## src/hdl/rgba_ss_pkg.sv

```systemverilog
`default_nettype none

package rgba_ss_pkg;

    localparam int MAX_WIDTH_DEF = 2048;
    localparam int PIX_W         = 32;
    localparam int SW_W          = 12;
    localparam int CFG_W         = 12;
    localparam int CFG_IDX_W     = 2;

    localparam int QDEPTH = 4;
    localparam int QPW    = $clog2(QDEPTH);
    localparam int QCW    = $clog2(QDEPTH + 1);

    localparam logic [PIX_W-1:0] CONST_WORD = 32'h0000_00ff;
    localparam logic [PIX_W-1:0] MASK_B3    = 32'hff00_0000;
    localparam logic [PIX_W-1:0] MASK_B2    = 32'h00ff_0000;
    localparam logic [PIX_W-1:0] MASK_B1    = 32'h0000_ff00;
    localparam logic [PIX_W-1:0] MASK_B0    = 32'h0000_00ff;
    localparam logic [SW_W-1:0]  SW_RESET   = 12'd2048;

    typedef enum logic [2:0] {
        MODE_MAX   = 3'd0,
        MODE_MIN   = 3'd1,
        MODE_AVG   = 3'd2,
        MODE_TL    = 3'd3,
        MODE_TR    = 3'd4,
        MODE_BL    = 3'd5,
        MODE_BR    = 3'd6,
        MODE_CONST = 3'd7
    } mode_t;

    typedef enum logic [2:0] {
        CH_ALL = 3'd0,
        CH_B3  = 3'd1,
        CH_B2  = 3'd2,
        CH_B1  = 3'd3,
        CH_B0  = 3'd4
    } chsel_t;

    typedef enum logic [CFG_IDX_W-1:0] {
        REG_MODE  = 2'd0,
        REG_CHAN  = 2'd1,
        REG_WIDTH = 2'd2
    } reg_idx_t;

    typedef struct packed {
        mode_t             reduce_mode;
        chsel_t            channel_select;
        logic [SW_W-1:0]   source_width;
    } cfg_t;

    // one 2x2 block, queued between front and back
    typedef struct packed {
        logic [PIX_W-1:0] tl;
        logic [PIX_W-1:0] tr;
        logic [PIX_W-1:0] bl;
        logic [PIX_W-1:0] br;
        logic             row_end;
    } blk_t;

    typedef struct packed {
        logic [QCW-1:0] count;
        logic           not_empty;
    } q_stat_t;

endpackage

`default_nettype wire

```

## src/hdl/rgba_ss_back.sv

```systemverilog
`default_nettype none

module rgba_ss_back (
    input  wire logic                          aclk,
    input  wire logic                          aresetn,
    input  wire rgba_ss_pkg::q_stat_t          q_stat,
    input  wire rgba_ss_pkg::blk_t             head_blk,
    input  wire rgba_ss_pkg::mode_t            reduce_mode,
    input  wire rgba_ss_pkg::chsel_t           channel_select,
    output logic                               pop,
    output logic                               m_tvalid,
    input  wire logic                          m_tready,
    output logic [rgba_ss_pkg::PIX_W-1:0]      m_tdata,
    output logic                               m_tlast
);

    logic                          out_valid_reg, out_valid_next;
    logic [rgba_ss_pkg::PIX_W-1:0] out_data_reg;
    logic                          out_last_reg;
    logic [rgba_ss_pkg::PIX_W-1:0] reduced, masked;

    always_comb begin
        logic [7:0] a, b, c, d, v;
        logic [9:0] sum;
        reduced = '0;
        for (int k = 0; k < 4; k++) begin
            a   = head_blk.tl[8*k +: 8];
            b   = head_blk.tr[8*k +: 8];
            c   = head_blk.bl[8*k +: 8];
            d   = head_blk.br[8*k +: 8];
            sum = 10'(a) + 10'(b) + 10'(c) + 10'(d);
            v   = sum[9:2];
            if (reduce_mode == rgba_ss_pkg::MODE_MAX) begin
                v = (a > b) ? a : b;
                v = (v > c) ? v : c;
                v = (v > d) ? v : d;
            end else if (reduce_mode == rgba_ss_pkg::MODE_MIN) begin
                v = (a < b) ? a : b;
                v = (v < c) ? v : c;
                v = (v < d) ? v : d;
            end
            reduced[8*k +: 8] = v;
        end
        unique case (reduce_mode)
            rgba_ss_pkg::MODE_MAX,
            rgba_ss_pkg::MODE_MIN,
            rgba_ss_pkg::MODE_AVG:   ;
            rgba_ss_pkg::MODE_TL:    reduced = head_blk.tl;
            rgba_ss_pkg::MODE_TR:    reduced = head_blk.tr;
            rgba_ss_pkg::MODE_BL:    reduced = head_blk.bl;
            rgba_ss_pkg::MODE_BR:    reduced = head_blk.br;
            default:                 reduced = rgba_ss_pkg::CONST_WORD;
        endcase
    end

    always_comb begin
        unique case (channel_select)
            rgba_ss_pkg::CH_B3: masked = reduced & rgba_ss_pkg::MASK_B3;
            rgba_ss_pkg::CH_B2: masked = reduced & rgba_ss_pkg::MASK_B2;
            rgba_ss_pkg::CH_B1: masked = reduced & rgba_ss_pkg::MASK_B1;
            rgba_ss_pkg::CH_B0: masked = reduced & rgba_ss_pkg::MASK_B0;
            default:            masked = reduced;
        endcase
    end

    assign pop = q_stat.not_empty && (!out_valid_reg || m_tready);

    always_comb begin
        if (pop) begin
            out_valid_next = 1'b1;
        end else if (m_tready) begin
            out_valid_next = 1'b0;
        end else begin
            out_valid_next = out_valid_reg;
        end
    end

    always_ff @(posedge aclk) begin
        if (!aresetn) begin
            out_valid_reg <= 1'b0;
        end else begin
            out_valid_reg <= out_valid_next;
        end
    end

    always_ff @(posedge aclk) begin
        if (pop) begin
            out_data_reg <= masked;
            out_last_reg <= head_blk.row_end;
        end
    end

    assign m_tvalid = out_valid_reg;
    assign m_tdata  = out_data_reg;
    assign m_tlast  = out_last_reg;

endmodule

`default_nettype wire

```

## config.mk

```make
export PLATFORM = sky130hd
export DESIGN_NAME = rgba_ss_back
export DESIGN_NICKNAME = d
export VERILOG_FILES = /design/src/hdl/rgba_ss_pkg.sv /design/src/hdl/rgba_ss_back.sv
export SDC_FILE = /design/constraint.sdc
export NUM_CORES = 1
export LEC_CHECK = 0
export ABC_AREA = 1
export ABC_CLOCK_PERIOD_IN_PS = 7670
export BUFFER_PORTS_ARGS = -buffer_cell sky130_fd_sc_hd__buf_2
export CAP_MARGIN = 20
export CELL_PAD_IN_SITES_DETAIL_PLACEMENT = 0
export CELL_PAD_IN_SITES_GLOBAL_PLACEMENT = 1
export CORE_MARGIN = 4
export CORE_UTILIZATION = 45
export CTS_CLUSTER_DIAMETER = 150
export DETAILED_ROUTE_END_ITERATION = 16
export GPL_ROUTABILITY_DRIVEN = 0
export PLACE_DENSITY = 0.85
export SYNTH_ARGS = -nofsm -noshare
export SYNTH_HDL_FRONTEND = slang
export SYNTH_SLANG_ARGS = --single-unit
```

## constraint.sdc

```tcl
create_clock -name aclk -period 7.67 [get_ports aclk]
set_clock_uncertainty 0.1 [all_clocks]
set_input_delay 0 -clock aclk [delete_from_list [all_inputs] [get_ports aclk]]
set_output_delay 0 -clock aclk [all_outputs]
set_load 0.1 [all_outputs]
```

==> out/qor.csv <==
stage,metric,value,unit
finish,Antenna Cells,0,
finish,Nets,2181,
power_and_ir_drop,Worst VDD drop,119,uV
critical_path,Worst EP required,7680,ps
global_route,first-pass GRT wire length,58.0,mm
critical_path,r2r startpoint,m_tvalid,
drt,uppermost layer routed,met5,
flow_run,Max-Cap Viols,0,
cts,cts bufs inserted,5,
critical_path,Crit path top cell by count,nand2_1,
critical_path,CP max stage delay,800,ps
global_route,vias in the first global route,11400,
floorplan,Initial Util,0.459,
power_and_ir_drop,P_leak,6.40,nW
yosys,Post-synth EDFFs,33,
critical_path,r2r setup slk,6250,ps
critical_path,Arrival @ worst endpoint,5670,ps
cts,H-tree depth,2,
timing,unrepaired setup endpoints after global routing,false,
yosys,post-synthesis average cell area,6.59,um2
finish,fraction of layout cells with a size suffix above 1,0.128,
drt,ANT nets after route,0,
yosys,"Distinct cells, synth",41,
yosys,Synth Instances,1642,
yosys,top post-synthesis cells by area,"ha_1 21%, nand2_1 16%, fa_1 12%, edfxtp_1 9.2%, inv_1 8.1%",
timing,Slew @ Worst Pin,1040,ps
yosys,Post-Synthesis Cell Area,10800,um2
cts,CTS root buffer,clkbuf_16,
drt,WL met1,15.8,mm
drt,Detailed Route WL,35.4,mm
critical_path,reg-to-reg endpoint,m_tdata[20],
drt,violation count after the first detailed-route iteration,765,
timing,hold slack,102,ps
timing,maximum clock rate,177,MHz
timing,Final Hold Fails,0,
critical_path,cell count along the critical path,26,
floorplan,Die X,163,um
yosys,Ys Warns,0,
global_route,initial antenna violation count,2,
drt,vias,11600,
floorplan,Ports,177,
critical_path,Worst Reg-to-Reg Cells,2,
placement,post-DP HPWL,29.6,mm
yosys,leading area contributor after synthesis,ha_1,
global_route,Total Routing Usage GR,0.270,
cts,Max clock buf depth,2,
critical_path,kind of critical path,input pin to flop,
cts,clock sink count,34,
critical_path,Setup crit end,m_tdata[4],
drt,metal2 WL,16.4,mm
timing,Slew Limit Fails,0,
drt,drt pass-1 iters,5,
finish,Layout area overhead,12.9,%
yosys,share of flip-flops with an asynchronous set or reset,0,
global_route,largest net degree at the start of global routing,39,
yosys,most common cell in the netlist,nand2_1,
placement,Buffers on Ports,173,
floorplan,Die ar.,26600,um2
power_and_ir_drop,power per cell area,172,nW/um2
critical_path,slowest stage cell on the critical path,a21oi_1,
critical_path,"CP delay by family, top",compound AO/OA/AOI/OAI gates,
cts,CTS tree,built,
yosys,"Primary FF master, synth",edfxtp_1,
critical_path,worst-path fanout max,16,
drt,Via density,5.48,
timing,Relative slew margins,0.305,
cts,clock-pin slew on the worst setup and hold paths,60,ps
timing,period utilization,0.738,
yosys,post-synth top area share,0.208,
yosys,Synthesized Nets,2028,
critical_path,WP buf/inv,4,
timing,setup TNS,0,ps
status,status,"finished, final reports clean",
critical_path,worst setup path startpoint,head_blk[68],
yosys,"Seq/Total Area, Yosys",0.0935,
drt,Met3 Wirelength,2.32,mm
critical_path,Setup crit end kind,flop,
yosys,top post-synthesis cells by count,"454 x nand2_1, 233 x inv_1, 180 x ha_1",
timing,Tmin final,5660,ps
min_path,HP Class,input pin to flop,
drt,Remaining DRCs,0,
timing,Setup-failing EPs final,0,
floorplan,DIE HEIGHT,163,um
critical_path,CP startpoint kind,input pin,
global_route,GR Overflow Total,0,
floorplan,num rows,56,
yosys,Yosys reg bits,34,
floorplan,core area,23500,um2
cts,clk_lat worst skew,290,ps
drt,Avg WL per Cell,16.7,um
per-layer routing:
| layer | global-route usage | vias to the layer above |
|---|---|---|
| li1 | - | 5842 |
| met1 | 0.369 | 5296 |
| met2 | 0.451 | 386 |
| met3 | 0.0379 | 61 |
| met4 | 0.0663 | 4 |
| met5 | 0 | - |
worst reg2reg max path, cell delays in order (launching register included):
cell and delay, ps:
dfxtp_1 340, a21oi_4 140, buf_4 440
stage by stage:
stage	cells	total power [mW]	area, um2	setup WS, ps	utilization
floorplan	1642	1.47	10800	3210	-
global placement	2098	1.85	12000	1630	0.509
detailed placement	2101	1.88	12000	1600	0.510
CTS	2112	2.10	12200	1890	0.517
global route	2115	2.36	12200	1320	0.519
finish	2115	2.10	12200	2010	0.519
worst min-delay path by stage:
stage / start / slack, ps / cells after the start / to
6_report: head_blk[53] / 100 / 3 / m_tdata[20]
3_5_place_dp: head_blk[0] / 80 / 1 / m_tlast
5_1_grt: head_blk[50] / 120 / 3 / m_tdata[17]
3_3_place_gp: head_blk[0] / 80 / 1 / m_tlast
4_1_cts: head_blk[54] / 100 / 3 / m_tdata[21]
2_1_floorplan: head_blk[0] / -1 / 0 / m_tlast
sequential cells by signal, indices dropped and copies added (netlist names):
signal / flops
m_tdata: 32
m_tlast: 1
m_tvalid: 1
timing repair:
item	4_1_cts	5_1_grt
endpoints found under the hold margin	2	0
setup buffers	0	0
gates resized for setup	0	0
hold buffers	3	0
cells in the final DEF (no fill, tap or decap), types with 26 or more instances in the layout:
master / n
a21oi_1: 125
nand2_1: 454
fa_1: 64
o21ai_0: 153
buf_2: 174
ha_1: 180
inv_1: 233
a221oi_1: 26
edfxtp_1: 33
nor2_1: 68
nand3_1: 96
o22ai_1: 30
kinds of logic (layout without fill, tap and decap cells):
group | after synthesis | in the layout | share of synthesized area
flip-flops | 34 | 34 | 0.0935
buffers and inverters | 284 | 438 | 0.101
XOR/XNOR | 13 | 13 | 0.0105
adder cells (fa/ha/maj) | 244 | 244 | 0.327
AND/OR/NAND/NOR | 654 | 654 | 0.250
AO/OA/AOI/OAI | 413 | 413 | 0.219
layout make-up:
| type | instances | area (um2) |
|---|---|---|
| clock buffer | 6 | 129 |
| clock inverter | 2 | 8.76 |
| fill | 2421 | 11300 |
| inverter | 241 | 905 |
| multi-input combinational | 1324 | 8750 |
| sequential | 34 | 1010 |
| tap | 319 | 399 |
| timing repair buffer | 189 | 1010 |
power by group:
group | switching [mW] | internal (mW)
registers | 0.00733 | 0.234
logic | 1.09 | 0.557
clock network | 0.0864 | 0.119
total | 1.19 | 0.911
No activity file was read; power rests on OpenSTA's default activity.
