===== src/hdl/rgba_ss_pkg.sv =====
`default_nettype none

package rgba_ss_pkg;

    localparam int MAX_WIDTH_DEF = 2048;
    localparam int PIX_W         = 32;
    localparam int SW_W          = 12;
    localparam int CFG_W         = 12;
    localparam int CFG_IDX_W     = 2;

    localparam int QDEPTH = 4;
    localparam int QPW    = $clog2(QDEPTH);
    localparam int QCW    = $clog2(QDEPTH + 1);

    localparam logic [PIX_W-1:0] CONST_WORD = 32'h0000_00ff;
    localparam logic [PIX_W-1:0] MASK_B3    = 32'hff00_0000;
    localparam logic [PIX_W-1:0] MASK_B2    = 32'h00ff_0000;
    localparam logic [PIX_W-1:0] MASK_B1    = 32'h0000_ff00;
    localparam logic [PIX_W-1:0] MASK_B0    = 32'h0000_00ff;
    localparam logic [SW_W-1:0]  SW_RESET   = 12'd2048;

    typedef enum logic [2:0] {
        MODE_MAX   = 3'd0,
        MODE_MIN   = 3'd1,
        MODE_AVG   = 3'd2,
        MODE_TL    = 3'd3,
        MODE_TR    = 3'd4,
        MODE_BL    = 3'd5,
        MODE_BR    = 3'd6,
        MODE_CONST = 3'd7
    } mode_t;

    typedef enum logic [2:0] {
        CH_ALL = 3'd0,
        CH_B3  = 3'd1,
        CH_B2  = 3'd2,
        CH_B1  = 3'd3,
        CH_B0  = 3'd4
    } chsel_t;

    typedef enum logic [CFG_IDX_W-1:0] {
        REG_MODE  = 2'd0,
        REG_CHAN  = 2'd1,
        REG_WIDTH = 2'd2
    } reg_idx_t;

    typedef struct packed {
        mode_t             reduce_mode;
        chsel_t            channel_select;
        logic [SW_W-1:0]   source_width;
    } cfg_t;

    // one 2x2 block, queued between front and back
    typedef struct packed {
        logic [PIX_W-1:0] tl;
        logic [PIX_W-1:0] tr;
        logic [PIX_W-1:0] bl;
        logic [PIX_W-1:0] br;
        logic             row_end;
    } blk_t;

    typedef struct packed {
        logic [QCW-1:0] count;
        logic           not_empty;
    } q_stat_t;

endpackage

`default_nettype wire


===== src/hdl/rgba_ss_queue.sv =====
`default_nettype none

module rgba_ss_queue (
    input  wire logic                  aclk,
    input  wire logic                  aresetn,
    input  wire logic                  push,
    input  wire rgba_ss_pkg::blk_t     push_blk,
    input  wire logic                  pop,
    output rgba_ss_pkg::blk_t          head_blk,
    output rgba_ss_pkg::q_stat_t       q_stat
);

    rgba_ss_pkg::blk_t entry_reg [rgba_ss_pkg::QDEPTH];

    logic [rgba_ss_pkg::QPW-1:0] wptr_reg, wptr_next;
    logic [rgba_ss_pkg::QPW-1:0] rptr_reg, rptr_next;
    logic [rgba_ss_pkg::QCW-1:0] count_reg, count_next;

    always_comb begin
        wptr_next  = push ? wptr_reg + 1'b1 : wptr_reg;
        rptr_next  = pop ? rptr_reg + 1'b1 : rptr_reg;
        count_next = count_reg;
        if (push && !pop) begin
            count_next = count_reg + 1'b1;
        end else if (pop && !push) begin
            count_next = count_reg - 1'b1;
        end
    end

    always_ff @(posedge aclk) begin
        if (!aresetn) begin
            wptr_reg  <= '0;
            rptr_reg  <= '0;
            count_reg <= '0;
        end else begin
            wptr_reg  <= wptr_next;
            rptr_reg  <= rptr_next;
            count_reg <= count_next;
        end
    end

    always_ff @(posedge aclk) begin
        if (push) begin
            entry_reg[wptr_reg] <= push_blk;
        end
    end

    assign head_blk         = entry_reg[rptr_reg];
    assign q_stat.count     = count_reg;
    assign q_stat.not_empty = (count_reg != '0);

endmodule

`default_nettype wire


===== config.mk =====
export PLATFORM = sky130hd
export DESIGN_NAME = rgba_ss_queue
export DESIGN_NICKNAME = d
export VERILOG_FILES = /design/src/hdl/rgba_ss_pkg.sv /design/src/hdl/rgba_ss_queue.sv
export SDC_FILE = /design/constraint.sdc
export NUM_CORES = 1
export LEC_CHECK = 0
export BUFFER_PORTS_ARGS = -buffer_cell sky130_fd_sc_hd__buf_2
export CAP_MARGIN = 30
export CORE_AREA = 2 2 186 188
export DETAILED_ROUTE_END_ITERATION = 12
export DIE_AREA = 0 0 188 190
export GPL_ROUTABILITY_DRIVEN = 0
export GPL_TIMING_DRIVEN = 0
export PLACE_DENSITY = 0.79
export SETUP_SLACK_MARGIN = 0.2
export SLEW_MARGIN = 10
export SYNTH_ARGS = -nofsm -noshare
export SYNTH_HDL_FRONTEND = slang
export SYNTH_SLANG_ARGS = --single-unit

===== constraint.sdc =====
create_clock -name aclk -period 5 [get_ports aclk]
set_input_delay 0.5 -clock aclk [delete_from_list [all_inputs] [get_ports aclk]]
set_output_delay 0.5 -clock aclk [all_outputs]
set_load 0.02 [all_outputs]

==> flow_summary_export.csv, run 1 <==
group,metric,value,unit
clock_network,cts_tree,"yes",
timing,slew_violations,0,
worst_hold_path,min_from,"push_blk[113]",
floorplanning,rows,68,
clock_network,clockBufferDepth,3,
synthesis,synth_cell_types,19,
grt,grt_pass1_vias,9101,
final_layout,drive_gt1_share,46.44,%
clock_network,cts_hold_buf,0,
worst_hold_path,whs_path_depth,1,
clock_network,clock_latency,550,ps
placement,placedCellCount,1443,
clock_network,cts_buffers,50,
timing,rsz0062_at_grt,"false",
floorplanning,coreArea,33950,sq um
route,drt_iter0_drc,667,
setup_path,cp_max_fo,10,
setup_path,endpoint_kind,"output pin",
setup_path,max_stage_delay,530,ps
floorplanning,io_pins,266,
timing,fin_crit_sh,55.90,%
route,ant_nets,0,
clock_network,cts_num_sinks,525,
clock_network,cts_root_buf,"clkbuf_16",
setup_path,regToRegEndpoint,"entry_reg[0][84]$_DFFE_PP_",
route,drt-total-wl,36.39,mm
power,leakagePower,0.007750,uW
outcome,status,"finished, final reports clean",
route,post_drt_wl_per_cell,23.63,microns
route,via_count,8630,
final_layout,fin_util,67.30,%
worst_hold_path,hold_class,"in2reg",
synthesis,syn_area_per_cell,26.66,sq um
final_layout,syn_to_final_growth,19.85,%
timing,fmax,0.3578,GHz
clock_network,post_cts_buffers,0,
grt,antenna_found_initial,4,
placement,pre_cts_slack,2735,ps
floorplanning,die_width,188,microns
synthesis,yosys_register_bits,525,
final_layout,largest_register_ff_count,516,
timing,min_period,2795,ps
power,ir_drop,0.3362,mV
clock_network,cts.repair.resized,0,
route,dr.pass1.iters,5,
synthesis,synth_area,19060,sq um
grt,grt_pass1_wl,54.58,mm
run,drv_cap,0,
floorplanning,initial_utilization,56.15,%
synthesis,ys_warn_count,0,
grt,grt_util_all_layers,20.64,%
setup_path,rrSetupSlack,3080,ps
final_layout,final_nets,1179,
timing,tightest_slew,730.7,ps
setup_path,cp_cell_sequence,"buf_4 -> clkbuf_1 -> mux4_2 -> buf_2",
clock_network,clk_pin_slew,60,ps
final_layout,instances_no_fill,1540,
timing,hold_viol,0,
setup_path,endpoint,"head_blk[64]",
power,cellPowerDensity,433.4,nW/um^2
clock_network,cts_max_level,2,
timing,finalClockSkew,9.344,ps
placement,dp.final_hpwl,22.36,mm
setup_path,path_class,"reg2out",
synthesis,syn_nets,854,
setup_path,worstReg2RegStart,"wptr_reg[0]$_SDFFE_PN0P_",
grt,grt_max_degree,53,
floorplanning,die_h,190,microns
setup_path,ff2ff_path_depth,4,
final_layout,fillers,2099,
route,viasPerCell,5.604,
setup_path,start_kind,"register",
floorplanning,die_area,35720,sq um
timing,max_slew_margin,51.29,%
timing,setup_slack,2205,ps
synthesis,yosysSeqAreaShare,82.23,%
setup_path,worstPathRequired,4500,ps
synthesis,netlist_instances,715,
timing,fin_setup_tns,0,ps
setup_path,slowest_stage,"clkbuf_1",
placement,port_buffers,265,
timing,setup_viol,0,
setup_path,crit_arrival,2300,ps
grt,grt_overflow,0,
route,drc_errors,0,
how the worst min path moves through the flow:
| stage | to |
|---|---|
| global route | entry_reg[1][27]$_DFFE_PP_ |
| floorplan | wptr_reg[1]$_SDFFE_PN0P_ |
| detailed placement | count_reg[2]$_SDFFE_PN0P_ |
| CTS | entry_reg[3][51]$_DFFE_PP_ |
| global placement | count_reg[2]$_SDFFE_PN0P_ |
| finish | entry_reg[0][113]$_DFFE_PP_ |
kinds of logic after synthesis:
logic type                 synth area share (%)
adders and majority gates                0.4332
and+or+nand+nor                          0.4463
DFF                                       82.23
xor gates and xnor gates                 0.2298
AOI/OAI and AO/OA                       0.06563
muxes                                     15.35
buffers and inverters                     1.247
layout by cell type, fill, tap and decap left out:
cell type	synthesis	layout
clkbuf_1	3	15
bufinv_16	0	3
clkinv_4	0	1
clkbuf_8	0	8
mux2i_1	2	2
xnor2_1	2	2
buf_2	10	275
clkinv_2	0	6
buf_4	2	2
or3_1	2	2
a21boi_0	1	1
fa_1	1	1
clkinv_1	0	10
and2_4	0	4
and2_1	9	5
clkbuf_16	0	53
inv_1	4	4
mux4_2	129	129
o21ai_0	1	1
edfxtp_1	516	516
buf_6	13	13
nor2b_1	2	2
ha_1	5	5
xor2_1	3	3
dfxtp_1	9	9
buf_16	0	8
diode_2	0	4
nand2_1	1	1
critical path: cells and delay by family, from the launching register on:
family | cells | cell delay (ps)
buf+inv | 3 | 960
flops | 1 | 340
mux | 1 | 430
through the flow:
stage / cell area (sq um) / hold WS, ps / total power (uW)
3_3_place_gp: 20960 / 493.0 / 6289
2_1_floorplan: 19060 / 527.6 / 5896
5_1_grt: 22840 / 130.9 / 10240
4_1_cts: 22840 / 121.7 / 10020
6_report: 22850 / 154.2 / 9900
3_5_place_dp: 21190 / 556.4 / 6309
where the power goes:
| group | internal, uW | switching (uW) | leakage [uW] |
|---|---|---|---|
| clock | 2200 | 1500 | 0.000810 |
| sequential | 5060 | 52.2 | 0.00481 |
| combinational | 446 | 644 | 0.00213 |
| total | 7700 | 2200 | 0.00775 |
metal layers:
layer	routed length [microns]	share of wire (%)	global-route usage, %	vias up
met3	2951	8.1	5.663	61
li1	-	-	-	3752
met4	637	1.8	5.148	4
met5	27	0.074	0	-
met2	18920	52	35.17	316
met1	13850	38	26.75	4497
Yosys cell counts:
library cell  count  area share [%]
buf_6            13            0.77
nand2_1           1           0.020
xor2_1            3            0.14
clkbuf_1          3           0.059
mux2i_1           2            0.11
nor2b_1           2           0.066
fa_1              1            0.11
xnor2_1           2           0.092
inv_1             4           0.079
ha_1              5            0.33
a21boi_0          1           0.039
or3_1             2           0.066
buf_2            10            0.26
buf_4             2           0.079
o21ai_0           1           0.026
dfxtp_1           9            0.95
and2_1            9            0.30
edfxtp_1        516              81
mux4_2          129              15
area by class of cell:
type	count	area [sq um]	area share, %
Sequential cell	525	15680	68.61
Multi-Input combinational cell	158	3159	13.83
Timing Repair Buffer	273	1546	6.769
Clock buffer	73	1481	6.484
Tap cell	455	569.3	2.492
Buffer	28	222.7	0.9749
Clock inverter	20	166.4	0.7284
Inverter	4	15.01	0.06572
Antenna cell	4	10.01	0.04381
Note: power is estimated with default switching activity, not from simulation.
==> run 2: changes to the inputs <==
==> constraint.sdc (replaced) <==
create_clock -name aclk -period 2.6 [get_ports aclk]
set_input_delay 0.26 -clock aclk [delete_from_list [all_inputs] [get_ports aclk]]
set_output_delay 0.26 -clock aclk [all_outputs]
set_load 0.02 [all_outputs]
==> flow_summary_export.csv, run 2 (same netlist as run 1, synthesis figures left out) <==
group,metric,value,unit
setup_path,cp_max_fo,10,
power,sequentialPowerShare,50.8,%
placement,dp.final_hpwl,21.85,mm
setup_path,endpoint_kind,"output pin",
timing,max_slew_margin,46.64,%
power,combPwrFrac,12.0,%
grt,grt_overflow,0,
final_layout,drive_gt1_share,41.93,%
power,cellPowerDensity,796.6,nW/um^2
floorplanning,io_pins,266,
route,drt-total-wl,38.75,mm
power,internal_power,14940,uW
clock_network,clockBufferDepth,3,
clock_network,cts_num_sinks,525,
floorplanning,die_h,190,microns
timing,finalClockSkew,14.77,ps
setup_path,crit_arrival,2090,ps
route,dr.pass1.iters,4,
grt,grt_max_degree,55,
final_layout,final_common_cell,"edfxtp_1",
grt,grt_pass1_vias,10040,
route,via_count,9282,
clock_network,cts_tree,"yes",
setup_path,cp_cell_sequence,"clkbuf_16 -> buf_8 -> mux4_2 -> buf_2",
worst_hold_path,hold_class,"in2reg",
final_layout,final_nets,1312,
outcome,status,"finished, final reports clean",
timing,tightest_slew,800.4,ps
grt,antenna_found_initial,2,
timing,fin_setup_tns,0,ps
timing,fin_crit_sh,90.26,%
clock_network,clk_pin_slew,60,ps
route,ant_nets,0,
final_layout,syn_to_final_growth,27.43,%
setup_path,start_kind,"register",
route,drt_iter0_drc,646,
power,switching_power,4414,uW
floorplanning,rows,68,
run,drv_cap,0,
clock_network,clock_latency,590,ps
final_layout,multi_input_area,3159,sq um
final_layout,fillers,1908,
power,p_total,19350,uW
floorplanning,coreArea,33950,sq um
setup_path,max_stage_delay,530,ps
clock_network,cts_max_level,2,
route,viasPerCell,5.555,
route,drc_errors,0,
final_layout,seq_area,15680,sq um
grt,grt_pass1_wl,57.79,mm
timing,setup_viol,0,
timing,rsz0062_at_grt,"true",
placement,port_buffers,265,
clock_network,cts_buffers,51,
setup_path,slowest_stage,"mux4_2",
timing,hold_viol,0,
timing,min_period,2347,ps
final_layout,final_cell_mix,"edfxtp_1 (516), buf_2 (266), dlygate4sd3_1 (130)",
setup_path,path_class,"reg2out",
power,ir_drop,0.6481,mV
route,post_drt_wl_per_cell,23.19,microns
timing,fmax,0.4261,GHz
power,swShare,22.81,%
clock_network,cts_root_buf,"clkbuf_16",
power,leakagePower,0.008338,uW
setup_path,worstPathRequired,2340,ps
floorplanning,die_width,188,microns
timing,slew_violations,0,
grt,grt_util_all_layers,21.77,%
final_layout,largest_register_ff_count,516,
floorplanning,die_area,35720,sq um
power,p_clk_share,37.1,%
floorplanning,initial_utilization,56.15,%
## run 2: cell types whose count changed in the layout (fill, tap and decap cells not counted), moves of 4 or more
cell           before  now
dlygate4sd3_1       0  130
clkbuf_1           15   11
buf_12              0   10
buf_2             275  266
clkbuf_8            8    4
clkbuf_4            0    4
buf_6              13    0
buf_8               0    6
buf_4               2    9
## run 2: cell type report
cell class	count	area share [%]
Multi-Input combinational cell	158	13.01
Timing Repair Buffer	405	11.85
Sequential cell	525	64.55
Antenna cell	2	0.02060
Inverter	4	0.06181
Buffer	28	1.391
Clock inverter	27	1.030
Clock buffer	67	5.754
Tap cell	455	2.344
## run 2: critical path, delay by kind of cell, from the launching register on
family                 cells  cell delay [ps]
buffers and inverters      3              550
DFF                        1              410
muxes                      1              530
## run 2: worst paths after layout
path | cells past startpoint | slack [ps] | endpoint | startpoint
worst max-delay path | 4 | 250 | head_blk[85] | register
worst min-delay path | 3 | 110 | wptr_reg[1]$_SDFFE_PN0P_ | push
worst max register to register | 4 | 630 | entry_reg[0][15]$_DFFE_PP_ | wptr_reg[0]$_SDFFE_PN0P_
worst min register to register | 2 | 570 | wptr_reg[1]$_SDFFE_PN0P_ | wptr_reg[1]$_SDFFE_PN0P_
## run 2: power by group through the flow
stage	Combinational, uW	Sequential [uW]	Clock (uW)
detailed placement	2120	10000	0
finish	2330	9830	7190
global placement	2030	9990	0
CTS	2320	9830	7310
global route	2470	9860	7620
floorplan	1320	9980	0
## run 2: what timing repair did
item | 4_1_cts | 5_1_grt
setup buffers | 0 | 0
hold buffers | 130 | 0
gates cloned | 0 | 1
gates resized for setup | 25 | 12
endpoints found under the setup margin | 110 | 84
endpoints found under the hold margin | 525 | 0
## run 2: metrics by stage
stage	hold slack (ps)	cell area, sq um	std cells	util [%]	worst slack [ps]
after floorplan	358.9	19070	715	-	698.7
after global placement	470.5	20970	1435	61.76	16.50
after detailed placement	475.5	21190	1444	62.43	573.9
after CTS	44.99	24220	1668	71.34	180.2
after global routing	98.33	24290	1671	71.55	186.5
final	108.0	24290	1671	71.55	253.2
## run 2: metal layers
layer / up-vias / share of wire [%] / GRT usage [%]
met4: 0 / 2.3 / 7.389
li1: 4018 / - / -
met5: - / 0 / 0
met3: 55 / 7.8 / 5.479
met1: 4818 / 39 / 27.47
met2: 391 / 51 / 37.31
